--- src/hdl/cau_pkg.sv ---
// shared types, opcodes and saturation helpers for the complex arithmetic unit
package cau_pkg;

  localparam int DATA_WIDTH = 16;
  localparam int PROD_WIDTH = 2 * DATA_WIDTH;

  typedef enum logic [2:0] {
    OP_ADD = 3'd0,
    OP_SUB = 3'd1,
    OP_MUL = 3'd2,
    OP_DIV = 3'd3,
    OP_NEG = 3'd4,
    OP_INC = 3'd5
  } op_t;

  typedef struct packed {
    logic [2:0]                   req_type;
    logic signed [DATA_WIDTH-1:0] a_re;
    logic signed [DATA_WIDTH-1:0] a_im;
    logic signed [DATA_WIDTH-1:0] b_re;
    logic signed [DATA_WIDTH-1:0] b_im;
  } req_t;

  typedef struct packed {
    logic signed [DATA_WIDTH-1:0] res_re;
    logic signed [DATA_WIDTH-1:0] res_im;
    logic                         saturated;
    logic                         divide_by_zero;
  } rsp_t;

  typedef struct packed {
    logic [DATA_WIDTH-1:0] val;
    logic                  sat;
  } clip_t;

  // result of everything but a real division, plus the division signs
  typedef struct packed {
    logic                  is_div;
    logic                  dz;
    logic                  re_neg;
    logic                  im_neg;
    logic [DATA_WIDTH-1:0] res_re;
    logic [DATA_WIDTH-1:0] res_im;
    logic                  sat;
  } side_t;

  typedef struct packed {
    side_t                 side;
    logic [PROD_WIDTH-1:0] den;
    logic [PROD_WIDTH-1:0] num_re;
    logic [PROD_WIDTH-1:0] num_im;
    logic [PROD_WIDTH-1:0] rem_re;
    logic [PROD_WIDTH-1:0] rem_im;
  } divw_t;

  // hi marks a magnitude far beyond range, lo holds the low bits
  function automatic clip_t sat_clip(input logic neg, input logic hi,
                                     input logic [DATA_WIDTH:0] lo);
    clip_t                 r;
    logic [DATA_WIDTH:0]   pos_max;
    logic [DATA_WIDTH:0]   neg_mag;
    pos_max = {2'b00, {(DATA_WIDTH-1){1'b1}}};
    neg_mag = {2'b01, {(DATA_WIDTH-1){1'b0}}};
    if (!neg) begin
      r.sat = hi || (lo > pos_max);
      r.val = r.sat ? pos_max[DATA_WIDTH-1:0] : lo[DATA_WIDTH-1:0];
    end else begin
      r.sat = hi || (lo > neg_mag);
      r.val = r.sat ? neg_mag[DATA_WIDTH-1:0] : (~lo[DATA_WIDTH-1:0] + 1'b1);
    end
    return r;
  endfunction

  function automatic clip_t clip_sum(input logic signed [DATA_WIDTH:0] s);
    logic                neg;
    logic [DATA_WIDTH:0] mag;
    neg = s[DATA_WIDTH];
    mag = neg ? (~s + 1'b1) : s;
    return sat_clip(neg, 1'b0, mag);
  endfunction

endpackage

--- src/hdl/cau_div_cell.sv ---
// one restoring-division cell: one quotient bit for both parts
module cau_div_cell #(
  parameter int QW = 40
) (
  input  logic              clk,
  input  logic              rst,
  input  logic              in_valid,
  output logic              in_ready,
  input  cau_pkg::divw_t    in_div,
  input  logic [QW-1:0]     in_q_re,
  input  logic [QW-1:0]     in_q_im,
  output logic              out_valid,
  input  logic              out_ready,
  output cau_pkg::divw_t    out_div,
  output logic [QW-1:0]     out_q_re,
  output logic [QW-1:0]     out_q_im
);

  localparam int PW = cau_pkg::PROD_WIDTH;

  logic            v;
  logic [PW:0]     r2_re, r2_im, dext, rn_re, rn_im;
  logic            ge_re, ge_im;
  cau_pkg::divw_t  div_next;

  assign in_ready  = !v || out_ready;
  assign out_valid = v;

  always_comb begin
    dext     = {1'b0, in_div.den};
    r2_re    = {in_div.rem_re, in_div.num_re[PW-1]};
    r2_im    = {in_div.rem_im, in_div.num_im[PW-1]};
    ge_re    = r2_re >= dext;
    ge_im    = r2_im >= dext;
    rn_re    = ge_re ? (r2_re - dext) : r2_re;
    rn_im    = ge_im ? (r2_im - dext) : r2_im;
    div_next        = in_div;
    div_next.rem_re = rn_re[PW-1:0];
    div_next.rem_im = rn_im[PW-1:0];
    // fraction bits come from the zeros shifted in behind the numerator
    div_next.num_re = {in_div.num_re[PW-2:0], 1'b0};
    div_next.num_im = {in_div.num_im[PW-2:0], 1'b0};
  end

  always_ff @(posedge clk) begin
    if (rst) begin
      v <= 1'b0;
    end else if (in_ready) begin
      v <= in_valid;
    end
  end

  always_ff @(posedge clk) begin
    if (in_ready && in_valid) begin
      out_div  <= div_next;
      out_q_re <= {in_q_re[QW-2:0], ge_re};
      out_q_im <= {in_q_im[QW-2:0], ge_im};
    end
  end

endmodule

--- config.mk ---
export PLATFORM = sky130hd
export DESIGN_NAME = cau_div_cell
export DESIGN_NICKNAME = d
export VERILOG_FILES = /design/src/hdl/cau_pkg.sv /design/src/hdl/cau_div_cell.sv
export SDC_FILE = /design/constraint.sdc
export NUM_CORES = 1
export LEC_CHECK = 0
export BUFFER_PORTS_ARGS = -buffer_cell sky130_fd_sc_hd__buf_4
export CAP_MARGIN = 20
export CORE_MARGIN = 1
export CORE_UTILIZATION = 25
export DETAILED_ROUTE_END_ITERATION = 6
export GPL_ROUTABILITY_DRIVEN = 0
export HOLD_SLACK_MARGIN = 0.12
export SLEW_MARGIN = 5
export SYNTH_ARGS = -nofsm -noshare
export SYNTH_HDL_FRONTEND = slang
export SYNTH_SLANG_ARGS = --single-unit
--- constraint.sdc ---
create_clock -name clk -period 9.5 [get_ports clk]
set_clock_uncertainty 0.15 [all_clocks]
set_input_delay 1.9 -clock clk [delete_from_list [all_inputs] [get_ports clk]]
set_output_delay 1.9 -clock clk [all_outputs]
set_load 0.02 [all_outputs]
==> results.txt <==
Endpoint kind of the worst setup timing path - flop
CP Launch Type - primary input
Count of mapped cells out of synthesis - 944
Die span in y - 230 um
Startpoint of the worst hold path - out_valid
Most common cell after layout, fill and taps aside - sky130_fd_sc_hd__buf_4
Count of cells along the worst register-to-register path - 3
Slew @ Worst Pin - 1.03 ns
Count of cell types in the netlist - 75
CTS tree - built
Die Outline Area - 53000 um2
Number of synthesized flops with an enable pin - 275
Num ports - 560
Total congestion overflow after global routing - 0
Antenna violations before repair - 5
Detail-routed via count per cell - 4.65
Layout area overhead - 46.4%
Maximum number of pins on one net before global-route repair - 160
Combinational group share of total power - 21.5%
Starting Density - 25.3%
Combined global-route utilization of all metal layers - 18.5%
Clock root buffer - sky130_fd_sc_hd__clkbuf_16
PwrDens - 192 nW/um2
Area inside the core boundary - 51400 um2
Flop2flop setup slack - 7.00 ns
Remaining max-slew budget at the tightest pin - 31.5%
Cts bufs inserted - 36
Count of routing violations after the opening detailed-route iteration - 639
Total detailed-routing wirelength - 51200 um
Yosys warns - 0
Worst Hold Path EP - out_valid
Peak supply drop - 0.000101 V
Setup CP Type - primary input to flop
Commonest cells after routing, fill and taps aside - sky130_fd_sc_hd__buf_4 (556), sky130_fd_sc_hd__edfxtp_1 (275), sky130_fd_sc_hd__a21oi_1 (77)
Horizontal die dimension - 230 um
Most frequently used flop master after synthesis - sky130_fd_sc_hd__edfxtp_1
Endpoint of the most critical register-to-register path - out_div[188]
First-pass detailed-route iteration total - 5
Peak clock frequency supported by timing - 191 MHz
Seq cells post-synth - 276
Sequential Power Share - 40.6%
Number of hold buffers added after CTS - 0
Total power - 0.00366 W
Clk pwr share - 37.9%
Number of nets still failing antenna checks after routing - 0
Post-DR wirelength/cell - 23.1 um
Post-synth design cell area - 13000 um2
Startpoint of the lowest-slack register-to-register path - out_valid
Endpoint required time on the critical path - 9.72 ns
Quantity of I/O buffers inserted on ports - 555
Fraction of the yosys area taken by sequential cells - 63.5%
Estimated wirelength of the detail-placed design - 41200 um
Buffer levels on the longest clock path - 3
Drc violations - 0
Period utilization - 55.0%
# clock sinks - 276
Vias in the first global route - 10100
RSZ-0062 raised after global routing - false
Switching fraction of total power - 27.6%
Clock Latency Late Sink - 0.53 ns
Outcome - complete, no violations
Post-layout minimum cycle time - 5.22 ns
Clk slew on worst S/H paths - 0.06 ns
CP max FO - 50
Share of post-route cells with drive strength above 1 - 42.8%
P_leak - 8.18 nW
Arr. time, crit path - 5.44 ns
Cell Int Power - 0.00265 W
Net load switching power - 0.00101 W
DR vias - 10300
Hold/Removal Path Class - flop to flop
Cts repair resizes - 0
Final-stage net count - 1855
Max-slew violation count - 0
Post-synth ARST share - 0%
Number of endpoints failing setup at the final stage - 0
Post-CTS setup-driven buffer insertion count - 0
Global-route wire length before repair - 70500 um
Final Hold Fails - 0
Hold depth - 2
Syn avg cell area - 13.8 um2
Count of max-cap constraint violations - 0
Number of standard-cell rows in the floorplan - 83
Final setup TNS - 0 ns
H-tree depth - 2
## worst max path at each step
stage / from / to / slack (ns) / cells after the start
detailed placement: in_div[155] / out_div[31] / 3.73 / 12
finish: in_div[129] / out_div[30] / 4.28 / 12
floorplan: out_ready / out_div[0] / 0.24 / 2
global placement: in_div[154] / out_div[31] / 3.71 / 12
global route: in_div[129] / out_div[21] / 4.08 / 12
CTS: in_div[155] / out_div[31] / 4.29 / 12
## synth_stat cells (5+ instances only)
master                     instances  share of area, %
sky130_fd_sc_hd__o31ai_1           8              0.46
sky130_fd_sc_hd__o21a_1            8              0.46
sky130_fd_sc_hd__nor4_1            7              0.34
sky130_fd_sc_hd__nor2_1           57               1.6
sky130_fd_sc_hd__and2_1            5              0.24
sky130_fd_sc_hd__o211a_1           8              0.61
sky130_fd_sc_hd__clkbuf_1         20              0.58
sky130_fd_sc_hd__edfxtp_1        275                63
sky130_fd_sc_hd__nand2_1          51               1.5
sky130_fd_sc_hd__ha_1             64               6.1
sky130_fd_sc_hd__nor2b_1          11              0.53
sky130_fd_sc_hd__a21oi_1          77               3.0
sky130_fd_sc_hd__nand3_1          15              0.58
sky130_fd_sc_hd__mux2i_1           5              0.38
sky130_fd_sc_hd__buf_2             6              0.23
sky130_fd_sc_hd__xor2_1           20               1.3
sky130_fd_sc_hd__nand2b_1          7              0.34
sky130_fd_sc_hd__mux2_4           27               3.1
sky130_fd_sc_hd__inv_1            49               1.4
sky130_fd_sc_hd__o21bai_1          7              0.40
sky130_fd_sc_hd__nand4_1          14              0.67
sky130_fd_sc_hd__a211oi_1          7              0.40
sky130_fd_sc_hd__and3_1            7              0.34
sky130_fd_sc_hd__a21o_1           31               1.8
sky130_fd_sc_hd__xnor2_1          26               1.7
sky130_fd_sc_hd__o21ai_0          37               1.4
sky130_fd_sc_hd__nor3_1           13              0.50
sky130_fd_sc_hd__a31oi_1           7              0.34
## critical path, cell delays in order
cell and delay [ns]:
sky130_fd_sc_hd__buf_4 0.14, sky130_fd_sc_hd__inv_1 0.12, sky130_fd_sc_hd__ha_1 0.26, sky130_fd_sc_hd__nor2b_1 0.15, sky130_fd_sc_hd__o31a_1 0.28, sky130_fd_sc_hd__o31a_1 0.30, sky130_fd_sc_hd__a21o_1 0.20, sky130_fd_sc_hd__o21ai_1 0.56
sky130_fd_sc_hd__o21a_2 0.57, sky130_fd_sc_hd__inv_2 0.46, sky130_fd_sc_hd__o211a_1 0.24, sky130_fd_sc_hd__a311oi_1 0.23
## per-stage QoR
stage / hold WS, ns / instances / worst slack, ns / utilization (%) / instance area [um2]
5_1_grt: 0.458 / 2212 / 4.08 / 37.1 / 19100
2_1_floorplan: 0.579 / 945 / 0.243 / - / 13000
3_3_place_gp: 0.438 / 2150 / 3.71 / 34.8 / 17900
4_1_cts: 0.451 / 2212 / 4.29 / 37.1 / 19100
6_report: 0.451 / 2213 / 4.28 / 37.1 / 19100
3_5_place_dp: 0.438 / 2150 / 3.73 / 34.8 / 17900
## cell families after synthesis
kind of cell	Yosys count	share of synthesized area, %
AO/OA/AOI/OAI	239	12.8
XOR/XNOR	46	3.09
adder cells (fa/ha/maj)	66	6.45
buffers and inverters	83	3.00
flip-flops	276	63.5
multiplexers	33	3.58
other	1	0.0288
AND/OR/NAND/NOR	200	7.53
## power by group through the flow
stage | Clock, W | Combinational (W) | Sequential [W]
final | 0.00139 | 0.000786 | 0.00149
after detailed placement | 0 | 0.000790 | 0.00151
after global routing | 0.00147 | 0.000838 | 0.00150
after CTS | 0.00143 | 0.000794 | 0.00149
after global placement | 0 | 0.000784 | 0.00151
after floorplan | 0 | 0.000330 | 0.00164
## registers in the layout (all words and copies together) (netlist names)
register / count
out_q_re: 40
out_q_im: 40
out_div: 195
out_valid: 1
## final cells by class
cell class | count | area [um2]
diodes | 1 | 2.50
clock buffers | 43 | 948
clock inverters | 19 | 231
fillers | 4953 | 32300
inverters | 51 | 199
multi-input cells | 586 | 4370
flip-flops and latches | 276 | 8280
well taps | 680 | 851
repair buffers | 557 | 4190
## routing by layer
metal	GRT usage [%]	up-vias	share of wire, %
met5	0	-	0.076
met4	4.99	6	2.2
met3	4.71	78	6.7
met2	35.2	393	54
met1	19.9	5071	37
li1	-	4743	-
Power figures use the tool's default switching activity.
