`src/hdl/cau_pkg.sv`:
```
// shared types, opcodes and saturation helpers for the complex arithmetic unit
package cau_pkg;

  localparam int DATA_WIDTH = 16;
  localparam int PROD_WIDTH = 2 * DATA_WIDTH;

  typedef enum logic [2:0] {
    OP_ADD = 3'd0,
    OP_SUB = 3'd1,
    OP_MUL = 3'd2,
    OP_DIV = 3'd3,
    OP_NEG = 3'd4,
    OP_INC = 3'd5
  } op_t;

  typedef struct packed {
    logic [2:0]                   req_type;
    logic signed [DATA_WIDTH-1:0] a_re;
    logic signed [DATA_WIDTH-1:0] a_im;
    logic signed [DATA_WIDTH-1:0] b_re;
    logic signed [DATA_WIDTH-1:0] b_im;
  } req_t;

  typedef struct packed {
    logic signed [DATA_WIDTH-1:0] res_re;
    logic signed [DATA_WIDTH-1:0] res_im;
    logic                         saturated;
    logic                         divide_by_zero;
  } rsp_t;

  typedef struct packed {
    logic [DATA_WIDTH-1:0] val;
    logic                  sat;
  } clip_t;

  // result of everything but a real division, plus the division signs
  typedef struct packed {
    logic                  is_div;
    logic                  dz;
    logic                  re_neg;
    logic                  im_neg;
    logic [DATA_WIDTH-1:0] res_re;
    logic [DATA_WIDTH-1:0] res_im;
    logic                  sat;
  } side_t;

  typedef struct packed {
    side_t                 side;
    logic [PROD_WIDTH-1:0] den;
    logic [PROD_WIDTH-1:0] num_re;
    logic [PROD_WIDTH-1:0] num_im;
    logic [PROD_WIDTH-1:0] rem_re;
    logic [PROD_WIDTH-1:0] rem_im;
  } divw_t;

  // hi marks a magnitude far beyond range, lo holds the low bits
  function automatic clip_t sat_clip(input logic neg, input logic hi,
                                     input logic [DATA_WIDTH:0] lo);
    clip_t                 r;
    logic [DATA_WIDTH:0]   pos_max;
    logic [DATA_WIDTH:0]   neg_mag;
    pos_max = {2'b00, {(DATA_WIDTH-1){1'b1}}};
    neg_mag = {2'b01, {(DATA_WIDTH-1){1'b0}}};
    if (!neg) begin
      r.sat = hi || (lo > pos_max);
      r.val = r.sat ? pos_max[DATA_WIDTH-1:0] : lo[DATA_WIDTH-1:0];
    end else begin
      r.sat = hi || (lo > neg_mag);
      r.val = r.sat ? neg_mag[DATA_WIDTH-1:0] : (~lo[DATA_WIDTH-1:0] + 1'b1);
    end
    return r;
  endfunction

  function automatic clip_t clip_sum(input logic signed [DATA_WIDTH:0] s);
    logic                neg;
    logic [DATA_WIDTH:0] mag;
    neg = s[DATA_WIDTH];
    mag = neg ? (~s + 1'b1) : s;
    return sat_clip(neg, 1'b0, mag);
  endfunction

endpackage

```
`src/hdl/cau_out.sv`:
```
// quotient saturation and output register
module cau_out #(
  parameter int QW = 40
) (
  input  logic              clk,
  input  logic              rst,
  input  logic              in_valid,
  output logic              in_ready,
  input  cau_pkg::divw_t    in_div,
  input  logic [QW-1:0]     in_q_re,
  input  logic [QW-1:0]     in_q_im,
  output logic              rsp_valid,
  input  logic              rsp_ready,
  output cau_pkg::rsp_t     rsp
);

  localparam int DW = cau_pkg::DATA_WIDTH;

  logic            v;
  cau_pkg::clip_t  qc_re, qc_im;
  cau_pkg::rsp_t   rsp_next;

  assign in_ready  = !v || rsp_ready;
  assign rsp_valid = v;

  always_comb begin
    qc_re = cau_pkg::sat_clip(in_div.side.re_neg, |in_q_re[QW-1:DW+1], in_q_re[DW:0]);
    qc_im = cau_pkg::sat_clip(in_div.side.im_neg, |in_q_im[QW-1:DW+1], in_q_im[DW:0]);
    rsp_next.divide_by_zero = in_div.side.dz;
    if (in_div.side.is_div && !in_div.side.dz) begin
      rsp_next.res_re    = qc_re.val;
      rsp_next.res_im    = qc_im.val;
      rsp_next.saturated = qc_re.sat | qc_im.sat;
    end else begin
      rsp_next.res_re    = in_div.side.res_re;
      rsp_next.res_im    = in_div.side.res_im;
      rsp_next.saturated = in_div.side.sat;
    end
  end

  always_ff @(posedge clk) begin
    if (rst) begin
      v <= 1'b0;
    end else if (in_ready) begin
      v <= in_valid;
    end
  end

  always_ff @(posedge clk) begin
    if (in_ready && in_valid) begin
      rsp <= rsp_next;
    end
  end

endmodule

```
`config.mk`:
```
export PLATFORM = sky130hd
export DESIGN_NAME = cau_out
export DESIGN_NICKNAME = d
export VERILOG_FILES = /design/src/hdl/cau_pkg.sv /design/src/hdl/cau_out.sv
export SDC_FILE = /design/constraint.sdc
export NUM_CORES = 1
export LEC_CHECK = 0
export BUFFER_PORTS_ARGS = -buffer_cell sky130_fd_sc_hd__buf_2
export CAP_MARGIN = 20
export CORE_AREA = 2 2 124 126
export DETAILED_ROUTE_END_ITERATION = 8
export DIE_AREA = 0 0 126 128
export HOLD_SLACK_MARGIN = 0.15
export PLACE_DENSITY = 0.58
export SETUP_SLACK_MARGIN = 0.02
export SLEW_MARGIN = 10
export SYNTH_ARGS = -nofsm -noshare
export SYNTH_HDL_FRONTEND = slang
export SYNTH_SLANG_ARGS = --single-unit
```
`constraint.sdc`:
```
create_clock -name clk -period 3.7 [get_ports clk]
set_clock_uncertainty 0.1 [all_clocks]
set_input_delay 0.74 -clock clk [delete_from_list [all_inputs] [get_ports clk]]
set_output_delay 0.74 -clock clk [all_outputs]
set_load 0.02 [all_outputs]
```
==> results.yml, run 1 <==
outcome:
  status: "finished clean"
timing:
  tns_ps: 0
  rsz0062_at_grt: "false"
  clock.fmax_mhz: 333.7
  max-slew-margin-rel_pct: 42.19
  finalCritPeriodShare_pct: 80.99
  post-route-min-period_ps: 2997
  slew_violations: 0
  tightest_slew_ps: 867.1
  finalHoldViolations: 0
  setup_viol: 0
layout:
  layout_common_cells: "buf_2, edfxtp_1, nor2_1"
  final_common_cell: "buf_2"
  nFillCells: 1668
  design.final.nets: 759
  drive_gt1_share_pct: 40.00
  area_delta_synth_final_pct: 42.22
  final_cells: 664
placed_design:
  dpl.cell_count: 655
  dp_hpwl_mm: 9.138
  port_buffers: 156
  place_congestion: 0.8540
drt:
  maxUsedRoutingLayer: "met4"
  drc_errors: 0
  vias: 3309
  via_per_inst: 4.983
  avgRoutedWirePerCell_um: 17.32
  postRouteAntennaNets: 0
  wl_met2_mm: 4.614
  totalWireLength_mm: 11.50
  firstDrtPassIters: 5
  met3_length_um: 855
  drtIter0Drc: 322
  met1_length_mm: 5.868
setup_path:
  path_depth: 8
  path_class: "input pin to flip-flop"
  crit_path_max_fanout: 9
  path_delay_family: "simple AND/OR/NAND/NOR gates"
  rr_worst_depth: 2
  critical_path.cell_chain: "buf_2 -> inv_1 -> ha_1 -> nor4b_2 -> a41oi_4 -> or3_1 -> or4_1 -> a31oi_1"
  cp_slowest_stage_delay_ps: 570
  endpoint_kind: "flip-flop"
  cpMaxStageDelayCell: "or3_1"
  cp.arrival_ps: 3040
  critPathRequiredTime_ps: 3740
  timing.critical_path.buf_inv: 2
  crit_path_start_kind: "input pin"
  r2r_setup_slack_ps: 2080
floorplan:
  die_w_um: 126
  rows: 45
  dieArea_mm2: 0.01613
  die_y_um: 128
  start_util_pct: 18.94
  core-area_mm2: 0.01486
  io_pins: 317
clocking:
  cts_buffer_depth: 2
  clock_sink_count: 35
  cts_setup_buffers: 0
  ctsResizeCount: 0
  clock_latency_ps: 290
  cts.reportedPaths.clkPinSlew_ps: 60
  ctsRootBufferMaster: "clkbuf_16"
  h-tree-depth: 2
  cts_tree: "yes"
  numCtsBuffers: 5
  cts_hold_repair.buffers: 0
synth:
  synth-compound-area-share_pct: 20.22
  synth_cell_type_count: 55
  synthFlopType: "edfxtp_1"
  synth_nets: 603
  yosys.area_share.simple_pct: 35.56
  synth-xor-area-share_pct: 1.556
  muxShareOfSynthArea_pct: 0.3556
  avgSynthCellArea_um2: 8.853
  synth_seq_cells: 35
  syn_area_mm2: 0.002815
  synthTopCellsByArea: "edfxtp_1, nor4_1, nor2_1, a31oi_1, nand2_1"
  yosysSeqAreaShare_pct: 36.98
  synth_top_family_by_area: "simple AND/OR/NAND/NOR gates"
  synth_largest_type_area_fraction_pct: 36.27
  synthCells: 318
  synth-adder-area-share_pct: 1.778
  synthArstFlopShare_pct: 0
  synth_warnings: 0
  synth_edf_count: 34
  yosys.area.top_type: "edfxtp_1"
power:
  ir_drop_v: 0.0001724
  p_leak_nw: 1.515
  power.density_mw_per_mm2: 317.7
grt:
  grt_overflow_total: 0
  grt_start_max_net_pins: 35
  grt_pass1_vias: 3088
  grt_pass1_wl_mm: 17.25
  antenna_found_initial: 1
  gr-usage-all-layers_pct: 13.70
job:
  cap_violations: 0
worst_hold_path:
  holdPathStages: 2
  hp-class: "flip-flop to flip-flop"
## worst register-to-register path, delay by kind of cell (launching register included)
family,cells,cell delay [ps]
and+or+nand+nor,2,820
DFF,1,310
## flip-flops by register name (all words and copies together) (netlist names)
register and cells:
rsp_valid 1, rsp 34
## synthesized netlist by cell type, types with 4 or more instances
cell and number:
a21oi_1 12, a31oi_1 16, a41oi_1 5, clkbuf_1 13, edfxtp_1 34, ha_1 4, inv_1 8, nand2_1 25
nand2b_1 6, nand3_1 8, nand4_1 11, nand4b_1 9, nor2_1 32, nor2b_1 7, nor3_1 16, nor4_1 22
o21ai_0 8, o32a_1 5, o41ai_1 9, or3_1 12, or4_1 5, xor2_1 4
## cell families after synthesis
family,after synthesis
AO/OA/AOI/OAI,76
XOR/XNOR,5
buffers and inverters,24
multiplexers,1
AND/OR/NAND/NOR,173
adder cells (fa/ha/maj),4
flip-flops,35
## area by class of cell
class / count / area, um^2 / area share (%)
clock inverter: 3 / 43.79 / 1.094
timing repair buffer: 165 / 848.3 / 21.19
multi-input combinational: 259 / 1678 / 41.91
clock buffer: 5 / 125.1 / 3.125
tap: 188 / 235.2 / 5.875
sequential: 35 / 1041 / 26.00
antenna: 1 / 2.502 / 0.06250
inverter: 8 / 30.03 / 0.7500
## final timing paths
check	start	end
setup / recovery	in_q_im[1]	rsp[12]$_DFFE_PP_
hold / removal	rsp_valid$_SDFFE_PP0N_	rsp_valid$_SDFFE_PP0N_
setup reg to reg	rsp_valid$_SDFFE_PP0N_	rsp[13]$_DFFE_PP_
hold reg to reg	rsp_valid$_SDFFE_PP0N_	rsp_valid$_SDFFE_PP0N_
## per-stage QoR
stage / hold slack, ps / util [%] / setup WS [ps] / instance area [um^2] / total power, mW
after floorplan: 629.0 / - / 835.6 / 2815 / 0.6230
after global placement: 389.9 / 25.78 / 435.8 / 3832 / 0.7705
after detailed placement: 406.0 / 25.78 / 423.1 / 3832 / 0.7730
after CTS: 415.5 / 26.92 / 725.6 / 4001 / 1.282
after global routing: 452.8 / 26.92 / 493.4 / 4001 / 1.326
final: 408.7 / 26.94 / 703.5 / 4004 / 1.272
## power breakdown
part / total (mW) / leakage, nW / switching (mW) / internal (mW)
combinational: 0.287 / 1.10 / 0.176 / 0.112
sequential: 0.477 / 0.334 / 0.00672 / 0.470
clock: 0.508 / 0.0838 / 0.189 / 0.318
total: 1.27 / 1.51 / 0.372 / 0.900
## layer usage
layer,vias up,GRT usage (%)
met1,1558,21.12
met3,10,3.214
met2,142,18.82
met5,-,0
li1,1599,-
met4,0,3.685
No activity file was read; power rests on OpenSTA's default activity.
==> inputs of run 2 (changes only) <==
--- a/config.mk
+++ b/config.mk
@@ -11,7 +11,7 @@
 export DETAILED_ROUTE_END_ITERATION = 8
 export DIE_AREA = 0 0 126 128
 export HOLD_SLACK_MARGIN = 0.15
-export PLACE_DENSITY = 0.58
+export PLACE_DENSITY = 0.6
 export SETUP_SLACK_MARGIN = 0.02
 export SLEW_MARGIN = 10
 export SYNTH_ARGS = -nofsm -noshare
==> constraint.sdc (replaced) <==
create_clock -name clk -period 2.5 [get_ports clk]
set_clock_uncertainty 0.1 [all_clocks]
set_input_delay 0.5 -clock clk [delete_from_list [all_inputs] [get_ports clk]]
set_output_delay 0.5 -clock clk [all_outputs]
set_load 0.02 [all_outputs]
==> run 2 against run 1 <==
Global-route usage grew 0.52 points; wire length rose by 4.6%; first-iteration DRC count shrank 18%; sequential power rose by 48%; utilization is 4.3 points higher; critical path depth did not move; non-clock buffer count grew 79; cell count grew 12%; via count increased by 6.0%.
==> results.yml, run 2 (synthesis results as in run 1) <==
outcome:
  status: "finished clean"
setup_path:
  crit_path_max_fanout: 4
  path_class: "input pin to flip-flop"
  cp.arrival_ps: 2370
  critPathRequiredTime_ps: 2450
  startpoint: "in_q_re[0]"
  endpoint_kind: "flip-flop"
  crit_path_start_kind: "input pin"
  r2r_start: "rsp_valid$_SDFFE_PP0N_"
grt:
  gr-usage-all-layers_pct: 14.21
  grt_pass1_wl_mm: 17.95
  grt_pass1_vias: 3340
  grt_start_max_net_pins: 35
  antenna_found_initial: 0
  grt_overflow_total: 0
layout:
  largest_register_ffs: 34
  design.final.nets: 838
  drive_gt1_share_pct: 49.46
  largest_register: "rsp"
  antenna_cells: 0
  postLayoutCoreUtil_pct: 31.20
  final_common_cell: "buf_2"
  area_delta_synth_final_pct: 64.76
  layout_common_cells: "buf_2, buf_4, edfxtp_1"
placed_design:
  place_congestion: 0.9214
  port_buffers: 156
  dp_hpwl_mm: 9.736
clocking:
  cts_hold_repair.buffers: 0
  cts_tree: "yes"
  cts.reportedPaths.clkPinSlew_ps: 70
  h-tree-depth: 2
  clock_sink_count: 35
  numCtsBuffers: 5
  cts_buffer_depth: 2
  clock_latency_ps: 280
  ctsRootBufferMaster: "clkbuf_16"
power:
  power.density_mw_per_mm2: 419.4
  switching_share_pct: 28.62
  power_frac_clock_pct: 38.0
  switchingPower_mw: 0.5567
  p_leak_nw: 1.909
  combPwrFrac_pct: 25.7
  p_seq_share_pct: 36.2
  ir_drop_v: 0.0002104
  p_total_mw: 1.945
  p_int_mw: 1.389
timing:
  hold-worst-slack_ps: 260.4
  rsz0062_at_grt: "true"
  tns_ps: 0
  clock.fmax_mhz: 413.8
  finalHoldViolations: 0
  setup_viol: 0
  post-route-min-period_ps: 2417
  slew_violations: 0
  finalCritPeriodShare_pct: 96.66
  tightest_slew_ps: 695.3
  max-slew-margin-rel_pct: 53.65
floorplan:
  rows: 45
  dieArea_mm2: 0.01613
  io_pins: 317
  die_w_um: 126
  die_y_um: 128
  start_util_pct: 18.94
  core-area_mm2: 0.01486
job:
  cap_violations: 0
drt:
  vias: 3509
  totalWireLength_mm: 12.02
  avgRoutedWirePerCell_um: 16.20
  drc_errors: 0
  firstDrtPassIters: 4
  postRouteAntennaNets: 0
  via_per_inst: 4.729
  drtIter0Drc: 265
worst_hold_path:
  hp-start: "rst"
  hp-class: "input pin to flip-flop"
[run 2: layer usage]
metal | vias up | wire length, um | track usage, %
met5 | - | 0 | 0
met4 | 0 | 133 | 3.749
met3 | 10 | 839 | 3.464
met2 | 139 | 5043 | 20.49
met1 | 1603 | 6007 | 21.09
li1 | 1757 | - | -
[run 2: final timing paths]
kind / endpoint / slack [ps] / cells after the start
worst min-delay path: rsp_valid$_SDFFE_PP0N_ / 260 / 2
worst max-delay path: rsp[32]$_DFFE_PP_ / 80 / 8
worst max register to register: rsp[10]$_DFFE_PP_ / 1070 / 3
worst min register to register: rsp_valid$_SDFFE_PP0N_ / 410 / 2
[run 2: area by class of cell]
cell class                      count  area (um^2)
Clock buffer                        5        125.1
Sequential cell                    35         1041
Clock inverter                      3        43.79
Tap cell                          188        235.2
Multi-Input combinational cell    259         1722
Inverter                            8        30.03
Timing Repair Buffer              244         1441
Fill cell                        1619        10230
[run 2: worst max-delay path, cell delays in order]
cell and delay (ps):
buf_2 110, inv_1 70, ha_1 180, or3b_2 520, o41ai_2 390, xor2_1 260
o21ai_0 120, a22o_1 220
[run 2: per-stage QoR]
step | instances | cell area, um^2 | setup slack (ps)
final | 742 | 4638 | 83.43
after global placement | 734 | 4442 | -282.1
after CTS | 742 | 4611 | 27.57
after detailed placement | 734 | 4442 | -274.2
after floorplan | 318 | 2833 | 33.86
after global routing | 742 | 4638 | -13.38
[run 2: timing repair]
item                       CTS  global route
setup endpoints to repair    0             3
buffers inserted             0             0
gates resized for setup      0             4
[run 2: power by group through the flow]
stage | sequential, mW | combinational [mW] | clock, mW
global route | 0.709 | 0.546 | 0.790
global placement | 0.718 | 0.497 | 0
floorplan | 0.771 | 0.152 | 0
CTS | 0.706 | 0.501 | 0.768
finish | 0.705 | 0.501 | 0.740
detailed placement | 0.718 | 0.498 | 0
==> inputs of run 3 (changes only) <==
--- a/config.mk
+++ b/config.mk
@@ -8,10 +8,11 @@
 export BUFFER_PORTS_ARGS = -buffer_cell sky130_fd_sc_hd__buf_2
 export CAP_MARGIN = 20
 export CORE_AREA = 2 2 124 126
+export CTS_BUF_LIST = sky130_fd_sc_hd__clkbuf_4
 export DETAILED_ROUTE_END_ITERATION = 8
 export DIE_AREA = 0 0 126 128
 export HOLD_SLACK_MARGIN = 0.15
-export PLACE_DENSITY = 0.6
+export PLACE_DENSITY = 0.58
 export SETUP_SLACK_MARGIN = 0.02
 export SLEW_MARGIN = 10
 export SYNTH_ARGS = -nofsm -noshare
==> constraint.sdc (replaced) <==
create_clock -name clk -period 2.96 [get_ports clk]
set_clock_uncertainty 0.1 [all_clocks]
set_input_delay 0.592 -clock clk [delete_from_list [all_inputs] [get_ports clk]]
set_output_delay 0.592 -clock clk [all_outputs]
set_load 0.02 [all_outputs]
==> run 3 against run 2 <==
Cell area shrank 11%; utilization decreased by 3.4 points; via count down 2.5%; register-to-register slack improved by 300 ps; total power down 27%; critical path depth up 1; hold slack better by 19 ps; sequential power down 16%; first-iteration DRC count is 31% lower; sequential cell count unchanged.
==> results.yml, run 3 (synthesis results as in run 1) <==
layout:
  final_common_cell: "buf_2"
  layout_common_cells: "buf_2, edfxtp_1, nor2_1, buf_4, nand2_1"
  drive_gt1_share_pct: 42.89
  postLayoutCoreUtil_pct: 27.82
  largest_register_ffs: 34
  area_delta_synth_final_pct: 46.89
  nFillCells: 1642
  design.final.nets: 783
  largest_register: "rsp"
clocking:
  cts.reportedPaths.clkPinSlew_ps: 120
  cts_hold_repair.buffers: 0
  ctsResizeCount: 0
  h-tree-depth: 2
  clock_sink_count: 35
  ctsRootBufferMaster: "clkbuf_4"
  clock_latency_ps: 350
  numCtsBuffers: 5
  cts_buffer_depth: 2
  cts_tree: "yes"
  cts_setup_buffers: 0
setup_path:
  critPathRequiredTime_ps: 3020
  r2r_start: "rsp_valid$_SDFFE_PP0N_"
  cpMaxStageDelayCell: "or3b_2"
  cp_slowest_stage_delay_ps: 550
  r2r_setup_slack_ps: 1370
  endpoint_kind: "flip-flop"
  endpoint: "rsp[26]$_DFFE_PP_"
  crit_path_max_fanout: 7
  crit_path_start_kind: "input pin"
  cp.arrival_ps: 2660
  startpoint: "in_q_re[0]"
  path_class: "input pin to flip-flop"
  regToRegEndpoint: "rsp[18]$_DFFE_PP_"
  critical_path.cell_chain: "buf_2 -> inv_1 -> ha_1 -> nor3b_1 -> buf_4 -> a41o_1 -> nand4_1 -> or3b_2 -> a31oi_1"
  rr_worst_depth: 3
drt:
  firstDrtPassIters: 4
  vias: 3420
  avgRoutedWirePerCell_um: 17.42
  drc_errors: 0
  postRouteAntennaNets: 0
  via_per_inst: 4.964
  totalWireLength_mm: 12.00
  drtIter0Drc: 183
grt:
  grt_pass1_vias: 3205
  grt_overflow_total: 0
  grt_start_max_net_pins: 33
  gr-usage-all-layers_pct: 14.29
  grt_pass1_wl_mm: 17.95
  antenna_found_initial: 2
timing:
  post-route-min-period_ps: 2601
  setup_viol: 0
  slew_violations: 0
  tightest_slew_ps: 744.5
  tns_ps: 0
  clock.fmax_mhz: 384.5
  rsz0062_at_grt: "false"
  setup_slack_ps: 359.0
  finalHoldViolations: 0
  finalCritPeriodShare_pct: 87.87
  max-slew-margin-rel_pct: 50.37
worst_hold_path:
  hp-class: "input pin to flip-flop"
placed_design:
  place_congestion: 0.9133
  port_buffers: 156
  dp_hpwl_mm: 9.577
  place_ws_ps: 91.47
power:
  power_frac_clock_pct: 31.8
  switching_share_pct: 29.78
  p_int_mw: 1.002
  p_seq_share_pct: 41.7
  p_total_mw: 1.427
  ir_drop_v: 0.0001281
  switchingPower_mw: 0.4250
  power.density_mw_per_mm2: 345.1
  combPwrFrac_pct: 26.5
  p_leak_nw: 1.600
floorplan:
  io_pins: 317
  core-area_mm2: 0.01486
  start_util_pct: 18.94
  die_y_um: 128
  rows: 45
  dieArea_mm2: 0.01613
  die_w_um: 126
job:
  cap_violations: 0
outcome:
  status: "finished clean"
run 3: stage by stage:
step / instances / cell area (um^2) / hold WS [ps]
global route: 688 / 4133 / 253.9
global placement: 679 / 4025 / 391.8
CTS: 687 / 4130 / 251.7
floorplan: 318 / 2815 / 561.1
finish: 689 / 4135 / 279.4
detailed placement: 679 / 4025 / 407.1
run 3: worst min-delay path by stage:
stage / start / end / cells past startpoint
after floorplan: rst / rsp_valid$_SDFFE_PP0N_ / 1
after global placement: rsp_valid$_SDFFE_PP0N_ / rsp_valid$_SDFFE_PP0N_ / 2
after detailed placement: rsp_valid$_SDFFE_PP0N_ / rsp_valid$_SDFFE_PP0N_ / 2
after CTS: rst / rsp_valid$_SDFFE_PP0N_ / 2
after global routing: rst / rsp_valid$_SDFFE_PP0N_ / 2
final: rst / rsp_valid$_SDFFE_PP0N_ / 2
run 3: final cells by class:
| class | instances | area [um^2] | area share [%] |
|---|---|---|---|
| Antenna cell | 2 | 5.005 | 0.1210 |
| Clock buffer | 5 | 37.54 | 0.9077 |
| Clock inverter | 3 | 67.56 | 1.634 |
| Inverter | 8 | 30.03 | 0.7262 |
| Multi-Input combinational cell | 259 | 1678 | 40.57 |
| Sequential cell | 35 | 1041 | 25.17 |
| Tap cell | 188 | 235.2 | 5.688 |
| Timing Repair Buffer | 189 | 1041 | 25.17 |
run 3: power by group through the flow:
stage	clock, mW	combinational, mW	sequential (mW)
3_3_place_gp	0	0.372	0.606
6_report	0.454	0.378	0.595
4_1_cts	0.480	0.379	0.595
5_1_grt	0.494	0.415	0.598
2_1_floorplan	0	0.127	0.652
3_5_place_dp	0	0.378	0.606
run 3: critical path: cells and delay by family:
| kind | cells | cell delay (ps) |
|---|---|---|
| AND/OR/NAND/NOR | 3 | 1070 |
| buffers and inverters | 3 | 340 |
| adder cells (fa/ha/maj) | 1 | 190 |
| AO/OA/AOI/OAI | 2 | 460 |
run 3: routing by layer:
layer / GRT usage [%] / wire length, um / up-vias
met5: 0 / 0 / -
met2: 19.70 / 4881 / 156
met3: 4.758 / 1088 / 12
met4: 3.943 / 161 / 0
met1: 21.09 / 5869 / 1606
li1: - / - / 1646
